$ cat config.mk
export PLATFORM = sky130hd
export DESIGN_NAME = cache_way_replacement_policy
export DESIGN_NICKNAME = d
export VERILOG_FILES = /design/src/hdl/cwrp_pkg.sv /design/src/hdl/cwrp_ram.sv /design/src/hdl/cwrp_victim.sv /design/src/hdl/cache_way_replacement_policy.sv
export VERILOG_INCLUDE_DIRS = /design/src /design/src/hdl
export SDC_FILE = /design/constraint.sdc
export NUM_CORES = 2
export LEC_CHECK = 0
export BUFFER_PORTS_ARGS = -buffer_cell sky130_fd_sc_hd__buf_2
export CAP_MARGIN = 20
export CELL_PAD_IN_SITES_DETAIL_PLACEMENT = 0
export CELL_PAD_IN_SITES_GLOBAL_PLACEMENT = 1
export CORE_MARGIN = 1
export CORE_UTILIZATION = 45
export CTS_BUF_LIST = sky130_fd_sc_hd__clkbuf_4
export DETAILED_ROUTE_END_ITERATION = 10
export PLACE_DENSITY_LB_ADDON = 0.1
export REMOVE_ABC_BUFFERS = 1
export SYNTH_ARGS = -nofsm -noshare
export SYNTH_HDL_FRONTEND = slang
export SYNTH_SLANG_ARGS = --single-unit
$ cat constraint.sdc
create_clock -name aclk -period 21.8 [get_ports aclk]
set_input_delay 2.18 -clock aclk [delete_from_list [all_inputs] [get_ports aclk]]
set_output_delay 2.18 -clock aclk [all_outputs]
set_load 0.05 [all_outputs]
$ cat src/hdl/assert_macros.svh
// Assertion macros shared by the replacement policy RTL
`ifndef ASSERT_MACROS_SVH
`define ASSERT_MACROS_SVH

// Same-cycle implication, disabled while reset is asserted
`define CWRP_ASSERT_NOW(label, clk, rstn, ante, cons, msg) \
    label: assert property (@(posedge clk) disable iff (!(rstn)) (ante) |-> (cons)) \
        else $error(msg);

// Next-cycle implication, disabled while reset is asserted
`define CWRP_ASSERT_NXT(label, clk, rstn, ante, cons, msg) \
    label: assert property (@(posedge clk) disable iff (!(rstn)) (ante) |=> (cons)) \
        else $error(msg);

`endif

$ cat src/hdl/cwrp_pkg.sv
// Types and codes shared by the replacement policy modules
`default_nettype none

package cwrp_pkg;

    typedef enum logic [1:0] {
        POL_NULL   = 2'd0,
        POL_LRU    = 2'd1,
        POL_FIFO   = 2'd2,
        POL_RANDOM = 2'd3
    } policy_t;

    typedef enum logic {
        ACT_TOUCH = 1'b0,
        ACT_FILL  = 1'b1
    } action_t;

    localparam int CFG_IDX_W  = 2;
    localparam int CFG_DATA_W = 3;

    localparam logic [CFG_IDX_W-1:0] REG_POLICY = 2'd0;
    localparam logic [CFG_IDX_W-1:0] REG_WAYS   = 2'd1;

    localparam logic [2:0] WAYS_IN_USE_RST = 3'd4;

    // Request as it travels from the input stage to the victim logic
    typedef struct packed {
        action_t    action;
        policy_t    policy;
        logic [2:0] ways_in_use;
        logic [1:0] hit_way;
        logic [3:0] valid_mask;
        logic [3:0] lock_mask;
        logic [1:0] random_way;
    } item_t;

    typedef struct packed {
        logic       found;
        logic [1:0] way;
        logic       was_valid;
    } result_t;

endpackage

`default_nettype wire

$ cat src/hdl/cwrp_ram.sv
// Generic single-write, single-read RAM with registered read data
`default_nettype none

module cwrp_ram #(
    parameter int WIDTH = 32,
    parameter int DEPTH = 64,
    localparam int AW = (DEPTH > 1) ? $clog2(DEPTH) : 1
) (
    input  wire logic             clk,
    input  wire logic             we,
    input  wire logic [AW-1:0]    waddr,
    input  wire logic [WIDTH-1:0] wdata,
    input  wire logic             re,
    input  wire logic [AW-1:0]    raddr,
    output logic      [WIDTH-1:0] rdata
);

    logic [WIDTH-1:0] mem [DEPTH];
    logic [WIDTH-1:0] rdata_reg;

    always_ff @(posedge clk) begin
        if (we) begin
            mem[waddr] <= wdata;
        end
        if (re) begin
            rdata_reg <= mem[raddr];
        end
    end

    assign rdata = rdata_reg;

endmodule

`default_nettype wire

$ cat src/hdl/cwrp_victim.sv
// Age update and victim selection for one set's row of ages
`default_nettype none

module cwrp_victim #(
    parameter int WAYS     = 4,
    parameter int AGE_BITS = 8
) (
    input  wire cwrp_pkg::item_t          ctl,
    input  wire logic [WAYS*AGE_BITS-1:0] row_in,
    output logic      [WAYS*AGE_BITS-1:0] row_out,
    output cwrp_pkg::result_t             res
);

    localparam int NW = $clog2(WAYS + 1);
    localparam int WI = (WAYS > 1) ? $clog2(WAYS) : 1;
    localparam logic [AGE_BITS-1:0] AGE_MAX = '1;

    logic [AGE_BITS-1:0] age     [WAYS];
    logic [AGE_BITS-1:0] aged    [WAYS];
    logic [AGE_BITS-1:0] age_mid [WAYS];
    logic [WAYS-1:0]     in_use;
    logic [WAYS+3:0]     valid_wide;
    logic [WAYS+3:0]     lock_wide;
    logic [WAYS-1:0]     vext;
    logic [WAYS-1:0]     lext;
    logic [NW-1:0]       n_ways;
    logic [1:0]          start;
    logic                found;
    logic                done;
    logic [WI-1:0]       victim;
    logic [AGE_BITS-1:0] best;
    logic [NW:0]         w;
    logic [WI+1:0]       victim_wide;

    // Ways beyond the mask width read as invalid and unlocked
    assign valid_wide = {{WAYS{1'b0}}, ctl.valid_mask};
    assign lock_wide  = {{WAYS{1'b0}}, ctl.lock_mask};
    assign vext       = valid_wide[WAYS-1:0];
    assign lext       = lock_wide[WAYS-1:0];

    always_comb begin
        if (ctl.ways_in_use == 3'd0) begin
            n_ways = NW'(1);
        end else if (32'(ctl.ways_in_use) > WAYS) begin
            n_ways = NW'(WAYS);
        end else begin
            n_ways = NW'(ctl.ways_in_use);
        end
    end

    // Random start modulo the way count; start is at most 3
    always_comb begin
        if (32'(n_ways) > 32'(ctl.random_way)) begin
            start = ctl.random_way;
        end else if (32'(n_ways) == 2) begin
            start = ctl.random_way - 2'd2;
        end else begin
            start = 2'd0;
        end
    end

    always_comb begin
        for (int i = 0; i < WAYS; i++) begin
            age[i]    = row_in[i*AGE_BITS +: AGE_BITS];
            aged[i]   = (age[i] == AGE_MAX) ? AGE_MAX : age[i] + 1'b1;
            in_use[i] = (i < 32'(n_ways));
        end
    end

    always_comb begin
        found = 1'b0;
        done  = 1'b0;
        victim = '0;
        best  = '0;
        w     = '0;
        for (int i = 0; i < WAYS; i++) begin
            age_mid[i] = age[i];
        end
        if (ctl.action == cwrp_pkg::ACT_TOUCH) begin
            if (ctl.policy == cwrp_pkg::POL_LRU) begin
                for (int i = 0; i < WAYS; i++) begin
                    if (in_use[i]) begin
                        age_mid[i] = (32'(ctl.hit_way) == 32'(i)) ? '0 : aged[i];
                    end
                end
            end
        end else begin
            case (ctl.policy)
                cwrp_pkg::POL_NULL: begin
                    found = !lext[0];
                end
                cwrp_pkg::POL_LRU: begin
                    for (int i = 0; i < WAYS; i++) begin
                        if (in_use[i] && !done) begin
                            if (!vext[i]) begin
                                found  = 1'b1;
                                victim = WI'(i);
                                done   = 1'b1;
                            end else if (!lext[i] && age[i] > best) begin
                                found  = 1'b1;
                                victim = WI'(i);
                                best   = age[i];
                            end
                        end
                    end
                end
                cwrp_pkg::POL_FIFO: begin
                    // age every way in use first, then take the oldest unlocked
                    for (int i = 0; i < WAYS; i++) begin
                        if (in_use[i]) begin
                            age_mid[i] = aged[i];
                            if (!lext[i] && (!found || aged[i] > best)) begin
                                found  = 1'b1;
                                victim = WI'(i);
                                best   = aged[i];
                            end
                        end
                    end
                end
                cwrp_pkg::POL_RANDOM: begin
                    for (int i = 0; i < WAYS; i++) begin
                        if (in_use[i] && !found && !vext[i]) begin
                            found  = 1'b1;
                            victim = WI'(i);
                        end
                    end
                    // scan upward from the start, wrapping at the way count
                    for (int k = 0; k < WAYS; k++) begin
                        if (!found && (k < 32'(n_ways))) begin
                            w = (NW+1)'(start) + (NW+1)'(k);
                            if (w >= {1'b0, n_ways}) begin
                                w = w - {1'b0, n_ways};
                            end
                            if (!lext[w[WI-1:0]]) begin
                                found  = 1'b1;
                                victim = w[WI-1:0];
                            end
                        end
                    end
                end
            endcase
        end
    end

    always_comb begin
        for (int i = 0; i < WAYS; i++) begin
            row_out[i*AGE_BITS +: AGE_BITS] =
                (found && (32'(victim) == 32'(i))) ? '0 : age_mid[i];
        end
    end

    assign victim_wide   = {2'b00, victim};
    assign res.found     = found;
    assign res.way       = found ? victim_wide[1:0] : 2'b00;
    assign res.was_valid = found & vext[victim];

endmodule

`default_nettype wire

$ cat src/hdl/cache_way_replacement_policy.sv
// Top level of the cache way replacement policy block
// One item is accepted per clock when results are taken: its set's row of ages is read from the
// age RAM at acceptance, then updated and written back when the item advances to the output, and
// the result is registered in the output word as it advances. A forwarding register covers an
// item that hits the same set as the one just before it. After reset the block clears the age
// RAM, one set per cycle, and accepts no items until that sweep ends; configuration writes are
// taken at any time but must be made while the block is idle.
`default_nettype none
`include "assert_macros.svh"

module cache_way_replacement_policy #(
    parameter int WAYS     = 4,
    parameter int SETS     = 64,
    parameter int AGE_BITS = 8
) (
    input  wire logic                            aclk,
    input  wire logic                            aresetn,

    input  wire logic                            cfg_valid,
    output logic                                 cfg_ready,
    input  wire logic [cwrp_pkg::CFG_IDX_W-1:0]  cfg_index,
    input  wire logic [cwrp_pkg::CFG_DATA_W-1:0] cfg_data,

    input  wire logic                            s_valid,
    output logic                                 s_ready,
    input  wire logic                            s_action,
    input  wire logic [5:0]                      s_set_index,
    input  wire logic [1:0]                      s_hit_way,
    input  wire logic [3:0]                      s_valid_mask,
    input  wire logic [3:0]                      s_lock_mask,
    input  wire logic [1:0]                      s_random_way,

    output logic                                 m_valid,
    input  wire logic                            m_ready,
    output logic                                 m_victim_found,
    output logic [1:0]                           m_victim_way,
    output logic                                 m_victim_was_valid
);

    localparam int AW    = (SETS > 1) ? $clog2(SETS) : 1;
    localparam int ROW_W = WAYS * AGE_BITS;

    cwrp_pkg::policy_t   policy_reg;
    logic [2:0]          ways_reg;

    logic                clr_active_reg;
    logic [AW-1:0]       clr_addr_reg;

    logic                st1_valid_reg;
    cwrp_pkg::item_t     st1_item_reg;
    logic [AW-1:0]       st1_set_reg;

    logic                fwd_sel_reg;
    logic [ROW_W-1:0]    fwd_row_reg;

    logic                m_valid_reg;
    cwrp_pkg::result_t   m_res_reg;

    logic                s_fire;
    logic                st1_adv;
    logic                fwd_sel_next;
    logic [AW-1:0]       set_addr;
    cwrp_pkg::item_t     item_in;
    logic [ROW_W-1:0]    ram_rdata;
    logic [ROW_W-1:0]    row_cur;
    logic [ROW_W-1:0]    row_new;
    cwrp_pkg::result_t   res_new;
    logic                ram_we;
    logic [AW-1:0]       ram_waddr;
    logic [ROW_W-1:0]    ram_wdata;

    assign cfg_ready = 1'b1;

    assign st1_adv = st1_valid_reg && (!m_valid_reg || m_ready);
    assign s_ready = !clr_active_reg && (!st1_valid_reg || st1_adv);
    assign s_fire  = s_valid && s_ready;

    // Set index modulo the set count
    always_comb begin
        set_addr = '0;
        for (int j = 0; j < 64; j++) begin
            if (s_set_index == 6'(j)) begin
                set_addr = AW'(j % SETS);
            end
        end
    end

    assign item_in.action      = cwrp_pkg::action_t'(s_action);
    assign item_in.policy      = policy_reg;
    assign item_in.ways_in_use = ways_reg;
    assign item_in.hit_way     = s_hit_way;
    assign item_in.valid_mask  = s_valid_mask;
    assign item_in.lock_mask   = s_lock_mask;
    assign item_in.random_way  = s_random_way;

    // Forward when the write-back in flight targets the set being read
    assign fwd_sel_next = st1_adv && (st1_set_reg == set_addr);

    assign ram_we    = clr_active_reg || st1_adv;
    assign ram_waddr = clr_active_reg ? clr_addr_reg : st1_set_reg;
    assign ram_wdata = clr_active_reg ? '0 : row_new;

    cwrp_ram #(
        .WIDTH (ROW_W),
        .DEPTH (SETS)
    ) u_age_ram (
        .clk   (aclk),
        .we    (ram_we),
        .waddr (ram_waddr),
        .wdata (ram_wdata),
        .re    (s_fire),
        .raddr (set_addr),
        .rdata (ram_rdata)
    );

    assign row_cur = fwd_sel_reg ? fwd_row_reg : ram_rdata;

    cwrp_victim #(
        .WAYS     (WAYS),
        .AGE_BITS (AGE_BITS)
    ) u_victim (
        .ctl     (st1_item_reg),
        .row_in  (row_cur),
        .row_out (row_new),
        .res     (res_new)
    );

    always_ff @(posedge aclk) begin
        if (!aresetn) begin
            policy_reg     <= cwrp_pkg::POL_LRU;
            ways_reg       <= cwrp_pkg::WAYS_IN_USE_RST;
            clr_active_reg <= 1'b1;
            clr_addr_reg   <= '0;
            st1_valid_reg  <= 1'b0;
            fwd_sel_reg    <= 1'b0;
            m_valid_reg    <= 1'b0;
        end else begin
            if (cfg_valid && cfg_ready) begin
                if (cfg_index == cwrp_pkg::REG_POLICY) begin
                    policy_reg <= cwrp_pkg::policy_t'(cfg_data[1:0]);
                end else if (cfg_index == cwrp_pkg::REG_WAYS) begin
                    ways_reg <= cfg_data[2:0];
                end
            end
            // sweep the age RAM once after reset
            if (clr_active_reg) begin
                if (clr_addr_reg == AW'(SETS - 1)) begin
                    clr_active_reg <= 1'b0;
                end else begin
                    clr_addr_reg <= clr_addr_reg + 1'b1;
                end
            end
            if (s_fire) begin
                st1_valid_reg <= 1'b1;
                fwd_sel_reg   <= fwd_sel_next;
            end else if (st1_adv) begin
                st1_valid_reg <= 1'b0;
            end
            if (st1_adv) begin
                m_valid_reg <= 1'b1;
            end else if (m_ready) begin
                m_valid_reg <= 1'b0;
            end
        end
    end

    // Payload registers
    always_ff @(posedge aclk) begin
        if (s_fire) begin
            st1_item_reg <= item_in;
            st1_set_reg  <= set_addr;
            fwd_row_reg  <= row_new;
        end
        if (st1_adv) begin
            m_res_reg <= res_new;
        end
    end

    assign m_valid            = m_valid_reg;
    assign m_victim_found     = m_res_reg.found;
    assign m_victim_way       = m_res_reg.way;
    assign m_victim_was_valid = m_res_reg.was_valid;

    `CWRP_ASSERT_NOW(a_no_accept_in_clear, aclk, aresetn, clr_active_reg, !s_ready,
        "word accepted during age RAM clearing")
    `CWRP_ASSERT_NXT(a_adv_loads_output, aclk, aresetn, st1_adv, m_valid_reg,
        "result advanced but output word not valid")
    `CWRP_ASSERT_NXT(a_fwd_same_set, aclk, aresetn,
        s_fire && st1_adv && (st1_set_reg == set_addr), fwd_sel_reg,
        "back-to-back access to one set not forwarded")
    `CWRP_ASSERT_NXT(a_clear_ends, aclk, aresetn,
        clr_active_reg && (clr_addr_reg == AW'(SETS - 1)), !clr_active_reg,
        "clearing pass did not finish")

endmodule

`default_nettype wire
# Word level (Yosys, flattened, before mapping)
# Memories as Yosys holds them, arrays and structs flattened. A register that Yosys moved wholly into a read port is not among the register bits.
# Index checks and enable logic that the tools add are counted.
dict set report op_classes {
  add_sub_neg 13
  order_cmp 22
  eq_ne 80
  muxes 250
  n_bitwise 3
  n_reduce_logical 69
}
# op n
set ops {}
lappend ops {{$mux W8} 47}
lappend ops {{$mux W6} 62}
lappend ops {{$eq A6 B6 Y1 const B} 33}
lappend ops {{$mux W32} 5}
lappend ops {{$eq A6 B5 Y1 const B} 16}
lappend ops {{$mux W2} 45}
lappend ops {{$mux W1} 82}
lappend ops {{$eq A6 B4 Y1 const B} 8}
lappend ops {{$gt A8 B8 Y1} 6}
lappend ops {{$add A8 B1 Y8 const B} 4}
lappend ops {{$eq A8 B8 Y1 const B} 4}
lappend ops {{$logic_and A1 B1 Y1} 29}
lappend ops {{$eq A6 B3 Y1 const B} 4}
lappend ops {{$logic_not A1 Y1} 24}
lappend ops {{$lt A2 B3 Y1 const B} 5}
lappend ops {{$eq A2 B2 Y1 const B} 6}
lappend ops {{$eq A6 B2 Y1 const B} 2}
lappend ops {{$bmux W1 S2} 5}
lappend ops {{$ge A3 B3 Y1} 3}
lappend ops {{$eq A2 B1 Y1 const B} 4}
lappend ops {{$gt A8 B1 Y1 const B} 1}
lappend ops {{$logic_not A2 Y1} 4}
lappend ops {{$sub A2 B2 Y2} 4}
lappend ops {{$add A2 B2 Y3 const B} 2}
lappend ops {{other kinds (21)} 32}
dict set report totals {
  reg_bits 75
  mem_bits_rw 2048
  out_inout_bits 7
  wordCells 457
  n_memories 1
}
# memory words word_bits rd rd_clocked_by_memory_dff write_ports line
set mem_list {}
lappend mem_list {u_age_ram.mem 64 32 1 1 1 cwrp_ram.sv:18} ;# logic [WIDTH-1:0] mem [DEPTH];

# Logic depth before layout (Yosys ltp)
dict set report logic_depth {
  depth_word 74
  depth_mapped 41
}

# Cells and area by module
# A second synthesis with hierarchy kept.
dict set report hier_totals {
  cells_unflattened 4370
  hier_area_um2 86815.8
}
# mod n_inst cells_per_inst area_per_inst_um2 seq_area_each_um2
set by_module_without_submodules {}
lappend by_module_without_submodules {cwrp_ram 1 3511 79359.9 62459.9}
lappend by_module_without_submodules {cwrp_victim 1 636 4235.3 0.0}
lappend by_module_without_submodules {cache_way_replacement_policy 1 223 3220.6 2102.0}

# Worst setup path before layout
# Ideal clock, no wire load.
dict set report synth_path {
  kind {reg-to-reg}
  start {reg fwd_sel_reg}
  end {mem u_age_ram.mem[0][16], data pin}
  setup_ns 0.712
  arrival_time_ns 10.303
  slack_ns 10.786
  path_stages_with_launch 39
  n_path_buf 6
  path_cell_list {dfxtp_1 buf_2 buf_2 buf_2 mux2i_1 inv_1 ha_1 nor2b_1 nand2_1 nor2_1 a21oi_1 or2_2 ha_1 nor2b_1 o21a_1 o21ai_1 a211oi_1 o41ai_1 [3 not listed] ha_1 nand3_1 a211oi_1 o21bai_1 a21oi_1 clkbuf_1 a21oi_1 ha_1 nand2_1 o311a_1 a211o_1 o32ai_1 a31oi_1 a21oi_1 a221oi_2 and2_1 buf_4 nor3b_1}
}
dict set report synth_between {
  elab_chain_len 33
  word_cells_on_any_way 110
  classes_between {add/sub: 4; order compare: 7; eq/ne: 5; mux: 81; reduce/logical: 13}
}
# item line
set synth_lines {}
lappend synth_lines {{from (decl)} cache_way_replacement_policy.sv:53} ;# logic fwd_sel_reg;
lappend synth_lines {{from (signal assigned)} cache_way_replacement_policy.sv:155} ;# fwd_sel_reg <= fwd_sel_next;
lappend synth_lines {{$mux W32 (*)} cache_way_replacement_policy.sv:116} ;# assign row_cur = fwd_sel_reg ? fwd_row_reg : ram_rdata;
lappend synth_lines {{$gt A8 B1 Y1} cwrp_victim.sv:99} ;# end else if (!lext[i] && age[i] > best) begin
lappend synth_lines {{$logic_and A1 B1 Y1} cwrp_victim.sv:99}
lappend synth_lines {{$mux W8} cwrp_victim.sv:99}
lappend synth_lines {{$mux W8} cwrp_victim.sv:95} ;# if (!vext[i]) begin
lappend synth_lines {{$mux W8} cwrp_victim.sv:94} ;# if (in_use[i] && !done) begin
lappend synth_lines {{$mux W8} cwrp_victim.sv:88} ;# case (ctl.policy)
lappend synth_lines {{$mux W8} cwrp_victim.sv:79} ;# if (ctl.action == cwrp_pkg::ACT_TOUCH) begin
lappend synth_lines {{[18 not listed]} n/a}
lappend synth_lines {{$mux W2} cwrp_victim.sv:94}
lappend synth_lines {{$pmux W2 S3} cwrp_victim.sv:88}
lappend synth_lines {{$mux W2} cwrp_victim.sv:79}
lappend synth_lines {{$eq A2 B2 Y1} cwrp_victim.sv:148} ;# (found && (32'(victim) == 32'(i))) ? '0 : age_mid[i];
lappend synth_lines {{$logic_and A1 B1 Y1} cwrp_victim.sv:148}
lappend synth_lines {{$mux W8 (*)} cwrp_victim.sv:148}
lappend synth_lines {{$mux W32 (*)} cache_way_replacement_policy.sv:101} ;# assign ram_wdata = clr_active_reg ? '0 : row_new;
lappend synth_lines {{named net ram_wdata[16]} cache_way_replacement_policy.sv:70} ;# logic [ROW_W-1:0] ram_wdata;
lappend synth_lines {{to (decl)} cwrp_ram.sv:18}
# Mark *: on every way through the listed nets, which the timed path passes. The rest lies on a longest branch. The select of a mux whose other input is x is not followed.

# Worst setup path in the final report
dict set report layout_path {
  start {reg fwd_sel_reg}
  end {mem u_age_ram.mem[38][20], data pin}
}
# The elaborated chain is that of the path after synthesis.

==> results.json <==
{
  "syn_avg_cell_area_um2": 21.7,
  "detailed_place_hpwl_um": 134000,
  "switching_power_w": 0.00177,
  "grt_pass1_vias": 45882,
  "synth_area_um2": 86400,
  "cts_tree": "done",
  "first_pass_iters": 5,
  "relSlewSlack_pct": 23.4,
  "critPathMaxStageDelay_ns": 0.96,
  "cp.arrival_ns": 11.26,
  "fmaxAchievable_mhz": 97.7,
  "status": "finished clean",
  "power.density_nw_per_um2": 84.8,
  "ys_ff_latch": 2155,
  "crit_required_ns": 22.83,
  "final_common_cell": "edfxtp_1",
  "yosysSeqAreaShare_pct": 74.7,
  "core_area_um2": 190000,
  "hold_depth": 0,
  "critical_path_class": "reg -> reg",
  "grt_usage_pct": 25.7,
  "drive_gt1_share_pct": 38.3,
  "cts.sinks": 2155,
  "place_area_um2": 90800,
  "antenna_found_initial": 11,
  "setup_viol": 0,
  "rr_startpoint": "fwd_sel_reg$_SDFFE_PN0P_",
  "min_path_type": "reg -> reg",
  "final_cell_mix": "2,140 x edfxtp_1, 871 x clkbuf_4, 669 x mux4_2",
  "holdPathEnd": "st1_item_reg[13]$_DFFE_PP_",
  "yosys_warnings": 0,
  "clk_latency_ns": 1.38,
  "row_count": 160,
  "synth_flop_cell": "edfxtp_1",
  "p_leak_nw": 34.6,
  "finalWeightedCongestion": 0.860,
  "hold_viol_final": 0,
  "pin_count": 36,
  "worstMarginPinSlew_ns": 1.14,
  "viasPerCell": 5.95,
  "fin_area_um2": 98000,
  "drv_slew": 0,
  "cp_max_fo": 48,
  "cts_buffers": 584,
  "start_util_pct": 45.4,
  "wl_um": 246000,
  "area.growth.synth_to_final_pct": 13.4,
  "skew_ns": 0.102,
  "cpMaxStageDelayCell": "nor3b_2",
  "fin_setup_tns_ns": 0,
  "drc": 0,
  "cts_setup_buffers": 0,
  "power.internal_w": 0.00655,
  "r2r_slack_ns": 11.57,
  "synthAdderAreaFrac_pct": 0.984,
  "grt_pass1_wl_um": 345000,
  "synth-edff-count": 2140,
  "antenna_left": 0,
  "port_buffers": 34,
  "synth_area_leaders": "edfxtp_1 74%, mux4_2 17%, ha_1 0.98%",
  "synth-simple-area-share_pct": 2.54,
  "cts_root_buf": "clkbuf_4",
  "period_needed_ns": 10.23,
  "fin_crit_sh_pct": 46.9,
  "drtIter0Drc": 4484,
  "rr_endpoint": "u_age_ram.mem[38][20]$_DFFE_PP_",
  "reg2reg_depth": 35,
  "fp.dieW_um": 440,
  "yosysTopAreaCellShare_pct": 74.3,
  "muxShareOfSynthArea_pct": 18.2,
  "synth_xor_area_share_pct": 0.233,
  "maxCapViolCount": 0,
  "wl_per_cell_um": 32.9,
  "synth_compound_area_share_pct": 2.16,
  "syn_inst": 3991,
  "cts_hold_buf": 0,
  "crit_path_start_kind": "flop",
  "largest_reg_flops": 2048,
  "swShare_pct": 21.2,
  "async_flop_share_pct": 0,
  "peakVddDrop_mv": 0.0490,
  "synth_top_family_by_area": "multiplexers",
  "seq_power_share_pct": 54.3,
  "post_synth_num_cell_types": 85,
  "die_h_um": 440,
  "clk_path_buf_depth": 4,
  "die-area_um2": 194000,
  "cts-htree-levels": 6,
  "cts_resized": 0,
  "nets": 4659,
  "n_fill_cell": 15368,
  "rsz0062_at_grt": "no",
  "grt.overflow.total": 0,
  "cts.clk_slew.worst_paths_ns": 0.07,
  "clkPwrFrac_pct": 42.7,
  "grt_max_degree": 117,
  "setup.worst_path.end_class": "flop",
  "vias": 44434,
  "power_frac_comb_pct": 3.0,
  "yosysTopAreaCell": "edfxtp_1",
  "worstHoldStart": "ways_reg[1]$_SDFFE_PN0P_"
}
-- synth_stat cells, types with 17 or more instances --
cell type     n
nor2_1      150
edfxtp_1   2140
nor3b_1      17
nand2_1     127
mux2_2       19
inv_1        60
buf_1        52
mux2i_1      47
a21oi_1      78
nor3_1       40
o21ai_0      72
nor2b_1      34
ha_1         68
mux4_2      669
nand3_1      28
clkbuf_1    129
-- cells by family (layout without fill, tap and decap cells) --
logic type | Yosys count | count (layout)
DFF | 2155 | 2155
buffers and inverters | 258 | 1206
and+or+nand+nor | 464 | 464
adders and majority gates | 68 | 68
other | 1 | 21
AOI/OAI and AO/OA | 287 | 287
muxes | 735 | 735
xor gates and xnor gates | 23 | 23
-- power groups by stage --
| stage | registers [W] | clock network [W] | logic, W |
|---|---|---|---|
| after floorplan | 0.00460 | 0 | 0.000112 |
| after global placement | 0.00460 | 0 | 0.000256 |
| after detailed placement | 0.00460 | 0 | 0.000255 |
| after CTS | 0.00451 | 0.00365 | 0.000256 |
| after global routing | 0.00451 | 0.00386 | 0.000261 |
| final | 0.00451 | 0.00355 | 0.000250 |
-- area by class of cell --
cell class	count	area [um^2]	share of cell area, %
flip-flops and latches	2155	64600	65.9
multi-input cells	1578	21500	21.9
clock buffers	871	6540	6.67
well taps	2511	3140	3.20
repair buffers	180	1350	1.37
clock inverters	92	641	0.653
inverters	63	241	0.246
diodes	20	50.0	0.0510
-- metrics by stage --
stage | worst slack, ns | hold WS, ns | instances | util [%] | total power, W
global placement | 11.79 | 0.418 | 6487 | 47.7 | 0.00486
detailed placement | 11.71 | 0.422 | 6487 | 47.7 | 0.00486
global route | 10.68 | 0.443 | 7459 | 51.5 | 0.00863
floorplan | 9.68 | 0.408 | 3796 | - | 0.00471
CTS | 11.67 | 0.435 | 7450 | 51.5 | 0.00842
finish | 11.57 | 0.433 | 7470 | 51.5 | 0.00831
-- routing by layer --
metal | GRT usage (%) | vias up | part of all wire (%)
met5 | 0 | - | 0.016
li1 | - | 18398 | -
met4 | 8.01 | 6 | 2.4
met1 | 35.6 | 23948 | 42
met2 | 41.5 | 1742 | 49
met3 | 4.92 | 340 | 6.7
-- critical path, delay by kind of cell (launching register included) --
kind	cells	cell delay (ns)
AOI/OAI and AO/OA	16	3.54
adders and majority gates	4	1.19
buffers and inverters	6	1.90
DFF	1	0.31
muxes	2	0.58
and+or+nand+nor	7	2.36
-- worst max-delay path by stage --
stage / startpoint / to / slack (ns)
floorplan: fwd_sel_reg$_SDFFE_PN0P_ / u_age_ram.mem[0][18]$_DFFE_PP_ / 9.68
global placement: fwd_sel_reg$_SDFFE_PN0P_ / u_age_ram.mem[38][20]$_DFFE_PP_ / 11.79
detailed placement: fwd_sel_reg$_SDFFE_PN0P_ / u_age_ram.mem[36][20]$_DFFE_PP_ / 11.71
CTS: fwd_sel_reg$_SDFFE_PN0P_ / u_age_ram.mem[17][20]$_DFFE_PP_ / 11.67
global route: fwd_sel_reg$_SDFFE_PN0P_ / u_age_ram.mem[18][20]$_DFFE_PP_ / 10.68
finish: fwd_sel_reg$_SDFFE_PN0P_ / u_age_ram.mem[38][20]$_DFFE_PP_ / 11.57
(Power assumes the default switching activity.)
